[src/rtl/drx_pkg.sv]
`timescale 1ns / 1ps
// ----------------------------------------------------------------------------
// drx_pkg
// shared types and constants of the delta-row encoder
// ----------------------------------------------------------------------------
package drx_pkg;

  // gap never grows past this, whatever the row length
  localparam int unsigned GAP_CAP = 3855;
  // offset field width, enough for GAP_CAP
  localparam int unsigned OFF_W   = 12;

  // offset values carried in the command byte itself stop here
  localparam logic [OFF_W-1:0] OFF_ESC  = OFF_W'(31);
  // value of one full extension byte
  localparam logic [OFF_W-1:0] EXT_FULL = OFF_W'(255);

  // one burst of results, handed from the delta stage to the emitter
  typedef struct packed {
    logic             p_en;     // first replacement goes out
    logic [OFF_W-1:0] p_off;    // its offset
    logic [2:0]       p_cnt_m1; // its byte count minus one
    logic [7:0][7:0]  p_data;   // its bytes, lowest index first
    logic             q_en;     // one-byte replacement at offset zero follows
    logic [7:0]       q_byte;   // its byte
    logic             st_en;    // end-of-row status closes the burst
    logic [15:0]      st_len;   // bytes written for the row
    logic             st_ovf;   // capacity was exceeded
  } drx_desc_t;

endpackage

[src/rtl/delta_row_encoder.sv]
`timescale 1ns / 1ps
// ----------------------------------------------------------------------------
// delta_row_encoder
// delta-row replacement encoder for one raster row against its seed row
// ----------------------------------------------------------------------------
// a position's first result beat passes the input, burst and output registers; one
//   that emits nothing leaves the input register even while the emitter is busy
// the emitter's byte-per-cycle walk (command, extension, data, status beats) sets
//   the rate of busy positions while the output does not stall
// reset clears row state and all valid flags; capacity returns to 65535
// ----------------------------------------------------------------------------
module delta_row_encoder #(
  parameter int unsigned ROW_MAX = 4096
) (
  input  logic        clk_i,
  input  logic        rst_ni,
  // config write channel: capacity in bytes per row
  input  logic        cfg_valid_i,
  output logic        cfg_ready_o,
  input  logic [15:0] cfg_data_i,
  // position beats
  input  logic        s_axis_tvalid,
  output logic        s_axis_tready,
  input  logic [15:0] s_axis_tdata,  // new_byte[7:0], seed_byte[15:8]
  input  logic [1:0]  s_axis_tuser,  // new_present[0], seed_present[1]
  input  logic        s_axis_tlast,  // row_end
  // result beats
  output logic        m_axis_tvalid,
  input  logic        m_axis_tready,
  output logic [31:0] m_axis_tdata,  // out_byte[7:0], total_length[23:8], overflow[24]
  output logic        m_axis_tuser,  // kind: 0 stream byte, 1 row status
  output logic        m_axis_tlast   // burst_last
);
  import drx_pkg::*;

  logic        [15:0] cap_q;
  logic               desc_ready, desc_load;
  drx_desc_t          desc;

  // capacity register; the user is to write it between rows while nothing is in flight, the block does not enforce this
  assign cfg_ready_o = 1'b1;

  always_ff @(posedge clk_i or negedge rst_ni) begin
    if (!rst_ni) begin
      cap_q <= 16'hFFFF;
    end else if (cfg_valid_i) begin
      cap_q <= cfg_data_i;
    end
  end

  // per-position decisions: runs, gaps, capacity check, burst descriptor
  drx_delta #(
    .ROW_MAX (ROW_MAX)
  ) u_delta (
    .clk_i         (clk_i),
    .rst_ni        (rst_ni),
    .s_axis_tvalid (s_axis_tvalid),
    .s_axis_tready (s_axis_tready),
    .s_axis_tdata  (s_axis_tdata),
    .s_axis_tuser  (s_axis_tuser),
    .s_axis_tlast  (s_axis_tlast),
    .cap_i         (cap_q),
    .desc_ready_i  (desc_ready),
    .desc_load_o   (desc_load),
    .desc_o        (desc)
  );

  // burst walk: one result beat per cycle into the output register unless the output stalls
  drx_emit u_emit (
    .clk_i         (clk_i),
    .rst_ni        (rst_ni),
    .load_i        (desc_load),
    .desc_i        (desc),
    .desc_ready_o  (desc_ready),
    .m_axis_tvalid (m_axis_tvalid),
    .m_axis_tready (m_axis_tready),
    .m_axis_tdata  (m_axis_tdata),
    .m_axis_tuser  (m_axis_tuser),
    .m_axis_tlast  (m_axis_tlast)
  );

endmodule

[src/rtl/drx_delta.sv]
`timescale 1ns / 1ps
// ----------------------------------------------------------------------------
// drx_delta
// input register, row state and per-position replacement decisions
// ----------------------------------------------------------------------------
module drx_delta #(
  parameter int unsigned ROW_MAX = 4096
) (
  input  logic              clk_i,
  input  logic              rst_ni,
  input  logic              s_axis_tvalid,
  output logic              s_axis_tready,
  input  logic [15:0]       s_axis_tdata,
  input  logic [1:0]        s_axis_tuser,
  input  logic              s_axis_tlast,
  input  logic [15:0]       cap_i,
  input  logic              desc_ready_i,
  output logic              desc_load_o,
  output drx_pkg::drx_desc_t desc_o
);
  import drx_pkg::*;

  localparam int unsigned GAP_LIMIT = (ROW_MAX - 1 < GAP_CAP) ? ROW_MAX - 1 : GAP_CAP;
  localparam int unsigned GW        = $clog2(GAP_LIMIT + 1);

  typedef enum logic [1:0] {
    REG_BOTH = 2'd0,
    REG_NEW  = 2'd1,
    REG_SEED = 2'd2,
    REG_NONE = 2'd3
  } region_e;

  // input register
  logic       in_valid_q;
  logic [7:0] in_new_q, in_seed_q;
  logic       in_np_q, in_sp_q, in_last_q;

  // row state
  logic [GW-1:0] gap_q, gap_d;
  logic [7:0]    rbuf_q [8];
  logic [2:0]    rlen_q, rlen_d;
  logic [GW-1:0] rgap_q;
  region_e       region_q, region_d;
  logic [15:0]   bw_q, bw_d;
  logic          ovf_q, ovf_d;

  logic          accept, take, has_res;
  logic [7:0]    a_byte, b_byte;
  region_e       reg_cur;
  logic          differ, run_act, flush1, flush2, flush3, gap_hit;
  logic [2:0]    rl_base;
  logic [GW-1:0] gap_base;
  logic          p_cand, q_cand, p_fit, q_fit;
  logic [7:0][7:0] buf_w, buf_old;
  logic [GW-1:0] p_off;
  logic [2:0]    p_cnt_m1;
  logic [15:0]   off16, x16, q255, len_p;
  logic          long_off;
  logic [16:0]   sum_p, sum_q;
  logic [15:0]   bw1, bw2;
  logic          ovf1, ovf2;

  assign a_byte  = in_np_q ? in_new_q  : 8'd0;
  assign b_byte  = in_sp_q ? in_seed_q : 8'd0;
  assign differ  = (a_byte != b_byte);
  assign run_act = (rlen_q != 3'd0);

  always_comb begin
    unique case ({in_np_q, in_sp_q})
      2'b11:   reg_cur = REG_BOTH;
      2'b10:   reg_cur = REG_NEW;
      2'b01:   reg_cur = REG_SEED;
      default: reg_cur = REG_NONE;
    endcase
  end

  // a pending run is cut by an unchanged byte or a region change
  assign flush1   = run_act && (!differ || reg_cur != region_q);
  assign rl_base  = flush1 ? 3'd0 : rlen_q;
  assign gap_base = flush1 ? '0 : gap_q;
  assign flush2   = differ && (rl_base == 3'd7);
  assign gap_hit  = !differ && (32'(gap_base) >= GAP_LIMIT);
  assign flush3   = in_last_q && differ && !flush2;
  assign p_cand   = flush1 || flush2 || gap_hit || flush3;
  assign q_cand   = flush1 && differ && in_last_q;

  always_comb begin
    for (int i = 0; i < 8; i++) begin
      buf_old[i] = rbuf_q[i];
      buf_w[i]   = (3'(i) == rl_base) ? a_byte : rbuf_q[i];
    end
  end

  assign p_off    = (flush1 || run_act) ? rgap_q : gap_q;
  assign p_cnt_m1 = flush1 ? (rlen_q - 3'd1) : (differ ? rl_base : 3'd0);

  // replacement length: command, extension bytes, data
  assign off16    = 16'(p_off);
  assign long_off = (off16 >= 16'd31);
  assign x16      = off16 - 16'd31;
  // divide by 255, exact over the whole offset range up to GAP_CAP
  assign q255     = (x16 + (x16 >> 8) + 16'd1) >> 8;
  assign len_p    = 16'd2 + 16'(p_cnt_m1) + (long_off ? q255 + 16'd1 : 16'd0);

  assign sum_p = {1'b0, bw_q} + {1'b0, len_p};
  assign p_fit = p_cand && !ovf_q && (sum_p <= {1'b0, cap_i});
  assign ovf1  = ovf_q | (p_cand & ~p_fit);
  assign bw1   = p_fit ? sum_p[15:0] : bw_q;

  assign sum_q = {1'b0, bw1} + 17'd2;
  assign q_fit = q_cand && !ovf1 && (sum_q <= {1'b0, cap_i});
  assign ovf2  = ovf1 | (q_cand & ~q_fit);
  assign bw2   = q_fit ? sum_q[15:0] : bw1;

  assign has_res = p_fit || q_fit || in_last_q;
  // positions without results pass even while the emitter is busy
  assign take          = in_valid_q && (desc_ready_i || !has_res);
  assign s_axis_tready = !in_valid_q || take;
  assign accept        = s_axis_tvalid && s_axis_tready;
  assign desc_load_o   = take && has_res;

  always_comb begin
    desc_o          = '0;
    desc_o.p_en     = p_fit;
    desc_o.p_off    = OFF_W'(p_off);
    desc_o.p_cnt_m1 = p_cnt_m1;
    desc_o.p_data   = flush1 ? buf_old : buf_w;
    desc_o.q_en     = q_fit;
    desc_o.q_byte   = a_byte;
    desc_o.st_en    = in_last_q;
    desc_o.st_len   = bw2;
    desc_o.st_ovf   = ovf2;
  end

  always_comb begin
    rlen_d   = (in_last_q || !differ || flush2) ? 3'd0 : rl_base + 3'd1;
    region_d = in_last_q ? REG_BOTH : reg_cur;
    bw_d     = in_last_q ? 16'd0 : bw2;
    ovf_d    = in_last_q ? 1'b0 : ovf2;
    if (in_last_q || flush2 || gap_hit) begin
      gap_d = '0;
    end else if (differ) begin
      gap_d = gap_base;
    end else begin
      gap_d = gap_base + GW'(1);
    end
  end

  always_ff @(posedge clk_i or negedge rst_ni) begin
    if (!rst_ni) begin
      in_valid_q <= 1'b0;
      gap_q      <= '0;
      rlen_q     <= 3'd0;
      rgap_q     <= '0;
      region_q   <= REG_BOTH;
      bw_q       <= 16'd0;
      ovf_q      <= 1'b0;
    end else begin
      if (accept) begin
        in_valid_q <= 1'b1;
      end else if (take) begin
        in_valid_q <= 1'b0;
      end
      if (take) begin
        gap_q    <= gap_d;
        rlen_q   <= rlen_d;
        region_q <= region_d;
        bw_q     <= bw_d;
        ovf_q    <= ovf_d;
        if (differ && rl_base == 3'd0) begin
          rgap_q <= gap_base;
        end
      end
    end
  end

  always_ff @(posedge clk_i) begin
    if (accept) begin
      in_new_q  <= s_axis_tdata[7:0];
      in_seed_q <= s_axis_tdata[15:8];
      in_np_q   <= s_axis_tuser[0];
      in_sp_q   <= s_axis_tuser[1];
      in_last_q <= s_axis_tlast;
    end
    if (take && differ) begin
      rbuf_q[rl_base] <= a_byte;
    end
  end

endmodule

[src/rtl/drx_emit.sv]
`timescale 1ns / 1ps
// ----------------------------------------------------------------------------
// drx_emit
// walks one burst and sends it a byte per beat through the output register
// ----------------------------------------------------------------------------
module drx_emit (
  input  logic               clk_i,
  input  logic               rst_ni,
  input  logic               load_i,
  input  drx_pkg::drx_desc_t desc_i,
  output logic               desc_ready_o,
  output logic               m_axis_tvalid,
  input  logic               m_axis_tready,
  output logic [31:0]        m_axis_tdata,
  output logic               m_axis_tuser,
  output logic               m_axis_tlast
);
  import drx_pkg::*;

  typedef enum logic [5:0] {
    ST_CMD   = 6'b000001,
    ST_EXT   = 6'b000010,
    ST_DATA  = 6'b000100,
    ST_QCMD  = 6'b001000,
    ST_QDATA = 6'b010000,
    ST_STAT  = 6'b100000
  } phase_e;

  logic             dv_q;
  drx_desc_t        d_q;
  phase_e           ph_q, ph_d, ph_first, ph_after_p;
  logic [OFF_W-1:0] rem_q, rem_d;
  logic [2:0]       idx_q, idx_d;
  logic             adv, finish;

  logic        ov_q;
  logic [7:0]  ob_q, ob_d;
  logic        ok_q, ok_d;
  logic [15:0] ol_q, ol_d;
  logic        oo_q, oo_d;
  logic        olast_q;

  assign adv          = dv_q && (!ov_q || m_axis_tready);
  assign desc_ready_o = !dv_q || (adv && finish);

  always_comb begin
    if (desc_i.p_en) begin
      ph_first = ST_CMD;
    end else if (desc_i.q_en) begin
      ph_first = ST_QCMD;
    end else begin
      ph_first = ST_STAT;
    end
    ph_after_p = d_q.q_en ? ST_QCMD : ST_STAT;
  end

  always_comb begin
    ph_d   = ph_q;
    rem_d  = rem_q;
    idx_d  = idx_q;
    finish = 1'b0;
    ob_d   = 8'd0;
    ok_d   = 1'b0;
    ol_d   = 16'd0;
    oo_d   = 1'b0;
    unique case (ph_q)
      ST_CMD: begin
        ob_d  = {d_q.p_cnt_m1, (d_q.p_off >= OFF_ESC) ? 5'd31 : d_q.p_off[4:0]};
        idx_d = 3'd0;
        if (d_q.p_off >= OFF_ESC) begin
          ph_d  = ST_EXT;
          rem_d = d_q.p_off - OFF_ESC;
        end else begin
          ph_d = ST_DATA;
        end
      end
      ST_EXT: begin
        if (rem_q >= EXT_FULL) begin
          ob_d  = 8'd255;
          rem_d = rem_q - EXT_FULL;
        end else begin
          ob_d = rem_q[7:0];
          ph_d = ST_DATA;
        end
      end
      ST_DATA: begin
        ob_d = d_q.p_data[idx_q];
        if (idx_q == d_q.p_cnt_m1) begin
          ph_d   = ph_after_p;
          finish = !d_q.q_en && !d_q.st_en;
        end else begin
          idx_d = idx_q + 3'd1;
        end
      end
      ST_QCMD: begin
        // count one at offset zero gives an all-zero command
        ob_d = 8'd0;
        ph_d = ST_QDATA;
      end
      ST_QDATA: begin
        ob_d   = d_q.q_byte;
        ph_d   = ST_STAT;
        finish = !d_q.st_en;
      end
      ST_STAT: begin
        ok_d   = 1'b1;
        ol_d   = d_q.st_len;
        oo_d   = d_q.st_ovf;
        finish = 1'b1;
      end
      default: begin
        finish = 1'b1;
      end
    endcase
  end

  always_ff @(posedge clk_i or negedge rst_ni) begin
    if (!rst_ni) begin
      dv_q <= 1'b0;
      ph_q <= ST_STAT;
      ov_q <= 1'b0;
    end else begin
      if (load_i) begin
        dv_q <= 1'b1;
        ph_q <= ph_first;
      end else if (adv) begin
        dv_q <= !finish;
        ph_q <= ph_d;
      end
      if (adv) begin
        ov_q <= 1'b1;
      end else if (m_axis_tready) begin
        ov_q <= 1'b0;
      end
    end
  end

  always_ff @(posedge clk_i) begin
    if (load_i) begin
      d_q <= desc_i;
    end
    if (adv) begin
      rem_q   <= rem_d;
      idx_q   <= idx_d;
      ob_q    <= ob_d;
      ok_q    <= ok_d;
      ol_q    <= ol_d;
      oo_q    <= oo_d;
      olast_q <= finish;
    end
  end

  assign m_axis_tvalid = ov_q;
  assign m_axis_tdata  = {7'd0, oo_q, ol_q, ob_q};
  assign m_axis_tuser  = ok_q;
  assign m_axis_tlast  = olast_q;

endmodule

[config.mk]
export PLATFORM = sky130hd
export DESIGN_NAME = delta_row_encoder
export DESIGN_NICKNAME = d
export VERILOG_FILES = /design/src/rtl/drx_pkg.sv /design/src/rtl/delta_row_encoder.sv /design/src/rtl/drx_delta.sv /design/src/rtl/drx_emit.sv
export SDC_FILE = /design/constraint.sdc
export NUM_CORES = 1
export LEC_CHECK = 0
export BUFFER_PORTS_ARGS = -buffer_cell sky130_fd_sc_hd__clkbuf_2
export CAP_MARGIN = 20
export CORE_MARGIN = 5
export CORE_UTILIZATION = 50
export CTS_BUF_LIST = sky130_fd_sc_hd__clkbuf_16
export DETAILED_ROUTE_END_ITERATION = 7
export PLACE_DENSITY = 0.78
export SKIP_CTS_REPAIR_TIMING = 1
export SYNTH_ARGS = -nofsm -noshare
export SYNTH_HDL_FRONTEND = slang
export SYNTH_SLANG_ARGS = --single-unit
[constraint.sdc]
create_clock -name clk_i -period 14.9 [get_ports clk_i]
set_clock_uncertainty 0.05 [all_clocks]
set_input_delay 2.98 -clock clk_i [delete_from_list [all_inputs] [get_ports clk_i]]
set_output_delay 2.98 -clock clk_i [all_outputs]
set_load 0.005 [all_outputs]
==> results of run 1 <==
power by group through the flow:
| stage | Combinational [W] | Clock (W) | Sequential, W |
|---|---|---|---|
| after detailed placement | 0.00235 | 0 | 0.00139 |
| after floorplan | 0.00173 | 0 | 0.00135 |
| after global routing | 0.00264 | 0.000889 | 0.00140 |
| after CTS | 0.00236 | 0.000850 | 0.00138 |
| after global placement | 0.00230 | 0 | 0.00138 |
| final | 0.00241 | 0.000834 | 0.00138 |
sequential cells by signal (all words and copies together) (netlist names), 12 cells and up:
signal	flops
u_delta.gap_q	12
u_delta.rbuf_q	64
u_delta.rgap_q	12
u_emit.d_q	106
u_emit.ol_q	16
u_emit.rem_q	12
u_delta.bw_q	16
cap_q	16
cells by family after synthesis:
logic type	after synthesis	share of synthesized area (%)
and+or+nand+nor	494	14.4
AOI/OAI and AO/OA	324	13.0
DFF	302	53.6
buffers and inverters	136	3.57
xor gates and xnor gates	87	4.68
adders and majority gates	70	5.46
muxes	61	5.18
other	2	0.0461
area by class of cell:
cell class                      instances  area share [%]
Clock inverter                         23            1.29
Clock buffer                           35            4.83
Timing Repair Buffer                   86            2.62
Inverter                               66            1.38
Multi-Input combinational cell       1045            38.7
Tap cell                              442            3.05
Sequential cell                       302            48.1
routing by layer:
layer  global-route usage (%)  wire length, um  up-vias
li1                         -                -     5504
met1                     31.5            17000     5638
met2                     32.6            17500      487
met3                     4.16             3500       72
met4                     5.61              887        0
met5                        0                0        -
worst max-delay path by stage:
| stage | to | slack, ns | cells after the start |
|---|---|---|---|
| global placement | u_emit.d_q[3]$_DFFE_PP_ | 1.57 | 51 |
| global route | u_emit.d_q[3]$_DFFE_PP_ | 0.04 | 54 |
| floorplan | u_emit.d_q[12]$_DFFE_PP_ | 2.70 | 61 |
| detailed placement | u_emit.d_q[3]$_DFFE_PP_ | 0.99 | 54 |
| CTS | u_emit.d_q[3]$_DFFE_PP_ | 0.93 | 54 |
| finish | u_emit.d_q[3]$_DFFE_PP_ | 0.98 | 55 |
cell usage in the layout, fill, tap and decap left out, types with 23 or more instances in the layout:
master       n
and2_1      31
edfxtp_1   231
dfrtp_1     54
xnor2_1     55
a21oi_1     44
clkbuf_2    68
nand3_1     47
clkbuf_16   35
mux2i_1     23
o21ai_0    144
inv_1       69
nor2_1      61
nand2_1    232
xor2_1      32
ha_1        67
metrics by stage:
step           util [%]  instances  total power (W)  cell area, um^2
2_1_floorplan         -       1483          0.00308            16300
3_3_place_gp       52.6       1940          0.00368            17000
3_5_place_dp       52.6       1940          0.00373            17000
4_1_cts            56.0       1998          0.00458            18100
5_1_grt            56.0       1999          0.00492            18100
6_report           56.0       1999          0.00462            18100
worst min-delay path: cells and delay by family (launching register included):
| kind | cells | cell delay (ns) |
|---|---|---|
| flip-flops | 1 | 0.34 |
| AO/OA/AOI/OAI | 1 | 0.06 |
| AND/OR/NAND/NOR | 1 | 0.05 |
==> metrics.md, run 1 <==
| Metric | Value |
|---|---|
| Status | `complete, no violations` |
| Reg area | `8730 um^2` |
| Drt first pass iters | `6` |
| Period minus WS final | `13.92 ns` |
| Final global-route overflow total | `0` |
| Initial antenna violation count | `1` |
| Combinational fraction of design power | `52.1%` |
| Post-synth top area cell | `edfxtp_1` |
| Critical-path maximum fanout | `27` |
| Reg2reg start | `u_delta.rlen_q[1]$_DFFE_PN0P_` |
| Syn avg cell area | `11.0 um^2` |
| Endpoints failing setup | `0` |
| Syn Inst Count | `1,476` |
| Max-slew headroom | `31.2%` |
| CP peak stage delay | `0.66 ns` |
| Dpl ws | `0.993 ns` |
| Min-Delay Startpoint | `u_delta.rgap_q[2]$_DFFE_PN0P_` |
| DRC viols | `0` |
| DR WL/cell | `19.5 um` |
| Worst R2R Path Depth | `55` |
| Final wirelength | `38,900 um` |
| Yosys reg bits | `302` |
| Slowest CP cell | `o41ai_2` |
| WP data required | `15.11 ns` |
| Top delay family on crit path | `compound AO/OA/AOI/OAI gates` |
| Internal power | `0.00264 W` |
| Area of the mapped netlist | `16,300 um^2` |
| DIE WIDTH | `191 um` |
| Row count | `66` |
| Fin crit share | `93.4%` |
| MaxCap Viol Count | `0` |
| Startpoint class of the critical path | `register` |
| Max Clk Rate | `71.8 MHz` |
| Count leader, synth | `nand2_1` |
| Reg2Reg Capture Point | `u_emit.d_q[3]$_DFFE_PP_` |
| Post-DP HPWL | `27,600 um` |
| Die Area | `36,300 um^2` |
| Clock power frac | `18.1%` |
| CORE AREA | `32,400 um^2` |
| WHS Endpoint | `u_delta.rgap_q[2]$_DFFE_PN0P_` |
| Top FF cell, synth | `edfxtp_1` |
| Diodes inserted | `0` |
| Clock buffer depth | `3` |
| Multi-input logic area | `7020 um^2` |
| CP bufs+invs | `5` |
| HP Class | `register to register` |
| Layout cells sized above 1 | `14.3%` |
| Sum Neg Setup Slack | `0 ns` |
| Asr flop ratio synth | `23.5%` |
| Synth warn | `0` |
| Clock Latency Late Sink | `0.53 ns` |
| Top post-synthesis cells by area | `edfxtp_1 (43%), dfrtp_1 (8.3%), nand2_1 (5.3%)` |
| Critical Path Sink Type | `register` |
| CTS H-tree depth | `2` |
| CP Data Arrival Time | `14.13 ns` |
| Total GRT Usage | `21.3%` |
| Most frequent cell on the critical path | `ha_1` |
| Num CTS Buffers | `34` |
| Net Switching | `0.00198 W` |
| Initial drt markers | `1,188` |
| Final hold slack | `0.434 ns` |
| CTS tree | `yes` |
| Count of different cell masters after synthesis | `94` |
| Die extent in y | `191 um` |
| Vias | `11,700` |
| Initial Util | `50.3%` |
| Hold Path Depth | `2` |
| Post-synth top area share | `42.6%` |
| Post-DRT Antenna Nets | `0` |
| Unrepaired setup endpoints after global routing | `no` |
| Critical path class | `register to register` |
| Vias/cell | `5.85` |
| I/O Pins | `77` |
| Number of global-route vias before repair | `11,200` |
| CTS root buffer | `clkbuf_16` |
| Final Net Count | `1,644` |
| Power per standard cell area | `255 nW/um^2` |
| Slew Viols, Final | `0` |
| GP Congestion | `0.960` |
| Largest net degree at the start of global routing | `81` |
| Synth cell count leaders | `nand2_1 (232), edfxtp_1 (231), o21ai_0 (144)` |
| Hold Fails Final Rpt | `0` |
| Port buffer count | `68` |
| Area delta synth->final | `11.3%` |
| Sw Ratio | `42.8%` |
| Worst-path clk slew | `0.06 ns` |
| Worst-Margin Slew | `1.02 ns` |
| Flop-to-flop setup slack | `0.98 ns` |
| Final setup margin | `0.979 ns` |
| Number of fill cells | `2,694` |
| Worst Setup SP | `u_delta.rlen_q[1]$_DFFE_PN0P_` |
| Register area share after synthesis | `53.6%` |
| Sink Count | `302` |
| Leakage | `7.25 nW` |
| EDFF count, synth | `231` |
| Worst VDD drop | `0.198 mV` |
| First-pass GRT wire length | `61,800 um` |
| Part of the power in registers | `29.9%` |
(Power assumes the default switching activity.)
==> run 2: changes to the inputs <==
--- a/config.mk
+++ b/config.mk
@@ -9,10 +9,11 @@
 export CAP_MARGIN = 20
 export CORE_MARGIN = 5
 export CORE_UTILIZATION = 50
-export CTS_BUF_LIST = sky130_fd_sc_hd__clkbuf_16
 export DETAILED_ROUTE_END_ITERATION = 7
 export PLACE_DENSITY = 0.78
 export SKIP_CTS_REPAIR_TIMING = 1
+export SLEW_MARGIN = 40
 export SYNTH_ARGS = -nofsm -noshare
 export SYNTH_HDL_FRONTEND = slang
+export SYNTH_HIERARCHICAL = 1
 export SYNTH_SLANG_ARGS = --single-unit
==> metrics.md, run 2 <==
| Metric | Value |
|---|---|
| Largest regs | `u_emit/d_q (106), u_delta/rbuf_q (64)` |
| Min-Delay Startpoint | `u_emit/dv_q$_DFFE_PN0N_` |
| Most frequent cell on the critical path | `ha_1` |
| Met1 WL | `17,600 um (+3.4%)` |
| Final wirelength | `39,800 um (+2.2%)` |
| Vias | `11,700 (-0.20%)` |
| Num CTS Buffers | `31 (-8.8%)` |
| Hold Fails Final Rpt | `0 (unchanged)` |
| Clock buffer depth | `3 (unchanged)` |
| WP data required | `11.87 ns (-3.24 ns)` |
| Slowest CP cell | `nor3_1` |
| Final cell count without fillers | `1,965 (-1.7%)` |
| Number of fill cells | `2,656 (-1.4%)` |
| Sum Neg Setup Slack | `0 ns (unchanged)` |
| Worst-Margin Slew | `0.832 ns (-0.183 ns)` |
| Leakage | `7.17 nW (-1.1%)` |
| CTS root buffer | `clkbuf_16` |
| Slew Viols, Final | `0 (unchanged)` |
| Initial Util | `50.5% (+0.12 points)` |
| Top post-synthesis cells by area | `edfxtp_1 (42%), dfrtp_1 (8.3%), ha_1 (5.3%)` |
| Final Net Count | `1,611 (-2.0%)` |
| Count of different cell masters after synthesis | `95 (+1.1%)` |
| Multi-input logic area | `7120 um^2 (+1.5%)` |
| Top FF cell, synth | `edfxtp_1` |
| CTS tree | `yes` |
| Max-slew headroom | `44.1% (+13 points)` |
| Reg area | `8730 um^2 (unchanged)` |
| Post-DP HPWL | `28,000 um (+1.5%)` |
| Syn Inst Count | `1,452 (-1.6%)` |
| Number of global-route vias before repair | `11,300 (+0.78%)` |
| Row count | `66 (unchanged)` |
| Count leader, synth | `edfxtp_1` |
| I/O Pins | `77 (unchanged)` |
| Largest net degree at the start of global routing | `88 (+8.6%)` |
| Register area share after synthesis | `53.3% (-0.27 points)` |
| HP Class | `register to register` |
| MaxCap Viol Count | `0 (unchanged)` |
| Synth cell count leaders | `edfxtp_1 (231), nand2_1 (188), o21ai_0 (147)` |
| Area of the mapped netlist | `16,400 um^2 (+0.50%)` |
| Post-synth top area cell | `edfxtp_1` |
| Vias/cell | `5.94 (+1.5%)` |
| Status | `complete, no violations` |
| Commonest cells after routing, fill and taps aside | `edfxtp_1 (231), nand2_1 (187), o21ai_0 (145)` |
| CTS H-tree depth | `1 (-1)` |
| Final global-route overflow total | `0 (unchanged)` |
| Clock Latency Late Sink | `0.58 ns (+0.05 ns)` |
| Reg2reg start | `u_delta/rlen_q[1]$_DFFE_PN0P_` |
| DIE WIDTH | `191 um (+0.24%)` |
| DR WL/cell | `20.2 um (+4.0%)` |
| Diodes inserted | `0 (unchanged)` |
| Endpoints failing setup | `0 (unchanged)` |
| CP peak stage delay | `0.67 ns (about the same)` |
| Drt first pass iters | `6 (unchanged)` |
| Met2 WL post-DR | `18,500 um (+5.7%)` |
| Syn avg cell area | `11.3 um^2 (+2.2%)` |
| Worst-path clk slew | `0.06 ns (about the same)` |
| EDFF count, synth | `231 (unchanged)` |
| Register bank with the most flops | `u_emit/d_q` |
| Area delta synth->final | `10.9%` |
| Sink Count | `302 (unchanged)` |
| Synth warn | `6 (+6)` |
| CP Data Arrival Time | `11.06 ns (-3.07 ns)` |
| Max Clk Rate | `71.0 MHz (-1.2%)` |
| Period minus WS final | `14.09 ns (+0.169 ns)` |
| GP Congestion | `0.961 (about the same)` |
| Highest routed metal layer | `met4` |
| Critical Path Sink Type | `output port` |
| Startpoint class of the critical path | `register` |
| WL met3 | `3170 um (-9.4%)` |
| Worst Setup SP | `u_delta/rlen_q[1]$_DFFE_PN0P_` |
| Yosys reg bits | `302 (unchanged)` |
| Post-DRT Antenna Nets | `0 (unchanged)` |
| Worst VDD drop | `0.118 mV (-41%)` |
| Critical-path maximum fanout | `22 (-19%)` |
| Layout cells sized above 1 | `15.0% (+0.71 points)` |
| Final core utilization | `55.9% (-0.10 points)` |
| Largest register FFs | `106 (unchanged)` |
| Port buffer count | `68 (unchanged)` |
| Power per standard cell area | `190 nW/um^2 (-26%)` |
| Most common cell after layout, fill and taps aside | `edfxtp_1` |
| Dpl cells | `1,906 (-1.8%)` |
| Initial drt markers | `1,418 (+19%)` |
| Die Area | `36,500 um^2 (+0.47%)` |
| Unrepaired setup endpoints after global routing | `no` |
| First-pass GRT wire length | `62,500 um (+1.2%)` |
| Total GRT Usage | `21.5% (+0.21 points)` |
| Asr flop ratio synth | `23.5% (unchanged)` |
| Post-synth top area share | `42.4% (-0.21 points)` |
| Die extent in y | `191 um (+0.24%)` |
| DRC viols | `0 (unchanged)` |
| Initial antenna violation count | `0 (-1)` |
| Critical path class | `register to output port` |
| Fin crit share | `94.6% (+1.1 points)` |
| CORE AREA | `32,500 um^2 (+0.26%)` |
-- run 2: cell count changes in the layout (fill, tap and decap cells not counted), sizes merged, moves of 8 or more --
cell and delta:
a21oi -10, a22o +11, buf -10, nand2 -45, nor2 +11, o31ai -9, or3 +8
-- run 2: layout make-up --
type / instances / area share, %
clock inverter: 24 / 1.50
multi-input combinational: 1023 / 39.2
tap: 442 / 3.05
clock buffer: 34 / 4.34
inverter: 64 / 1.32
sequential: 302 / 48.1
timing repair buffer: 76 / 2.45
-- run 2: logic make-up after synthesis --
logic type                 count (synthesis)  synth area share, %
and+or+nand+nor                          474                 14.4
buffers and inverters                    133                 3.65
AOI/OAI and AO/OA                        318                 12.5
DFF                                      302                 53.3
other                                      3               0.0688
muxes                                     71                 6.02
xor gates and xnor gates                  78                 4.22
adders and majority gates                 73                 5.72
-- run 2: worst max-delay path, delay by kind of cell, from the launching register on --
family          cells  cell delay, ns
flops               1            0.43
xor+xnor            2            0.65
buf+inv             5            0.65
fa+ha+maj           6            1.95
mux                 1            0.47
compound gates     10            2.00
simple gates       15            4.32
-- run 2: path summary, 6_finish.rpt --
| check | endpoint | slack, ns | cells past startpoint |
|---|---|---|---|
| setup / recovery | s_axis_tready | 0.81 | 39 |
| hold / removal | u_emit/m_axis_tvalid$_DFFE_PN0P_ | 0.44 | 2 |
| setup reg to reg | u_delta/bw_q[12]$_DFFE_PN0P_ | 1.05 | 53 |
| hold reg to reg | u_emit/m_axis_tvalid$_DFFE_PN0P_ | 0.44 | 2 |
| max in group asynchronous | u_delta/gap_q[0]$_DFFE_PN0P_ | 11.90 | 1 |
| min in group asynchronous | u_delta/ovf_q$_DFFE_PN0P_ | 2.36 | 1 |
-- run 2: metal layers --
metal,up-vias,global-route usage [%]
met1,5689,31.5
met4,0,4.50
met5,-,0
li1,5447,-
met2,495,34.2
met3,47,3.60
-- run 2: power breakdown --
| group | leakage, nW | switching [W] | internal [W] |
|---|---|---|---|
| sequential | 3.12 | 0.000119 | 0.00122 |
| combinational | 3.53 | 0.000832 | 0.000461 |
| clock | 0.515 | 0.000335 | 0.000471 |
| total | 7.17 | 0.00129 | 0.00216 |
-- run 2: through the flow --
step | setup slack, ns | power (W) | instance area, um^2 | hold slack (ns)
after global placement | 1.34 | 0.00256 | 17000 | 0.415
after CTS | 0.526 | 0.00343 | 18100 | 0.435
final | 0.810 | 0.00344 | 18200 | 0.435
after global routing | 0.158 | 0.00363 | 18200 | 0.463
after detailed placement | 0.988 | 0.00261 | 17100 | 0.418
after floorplan | 0.417 | 0.00223 | 16400 | 0.389
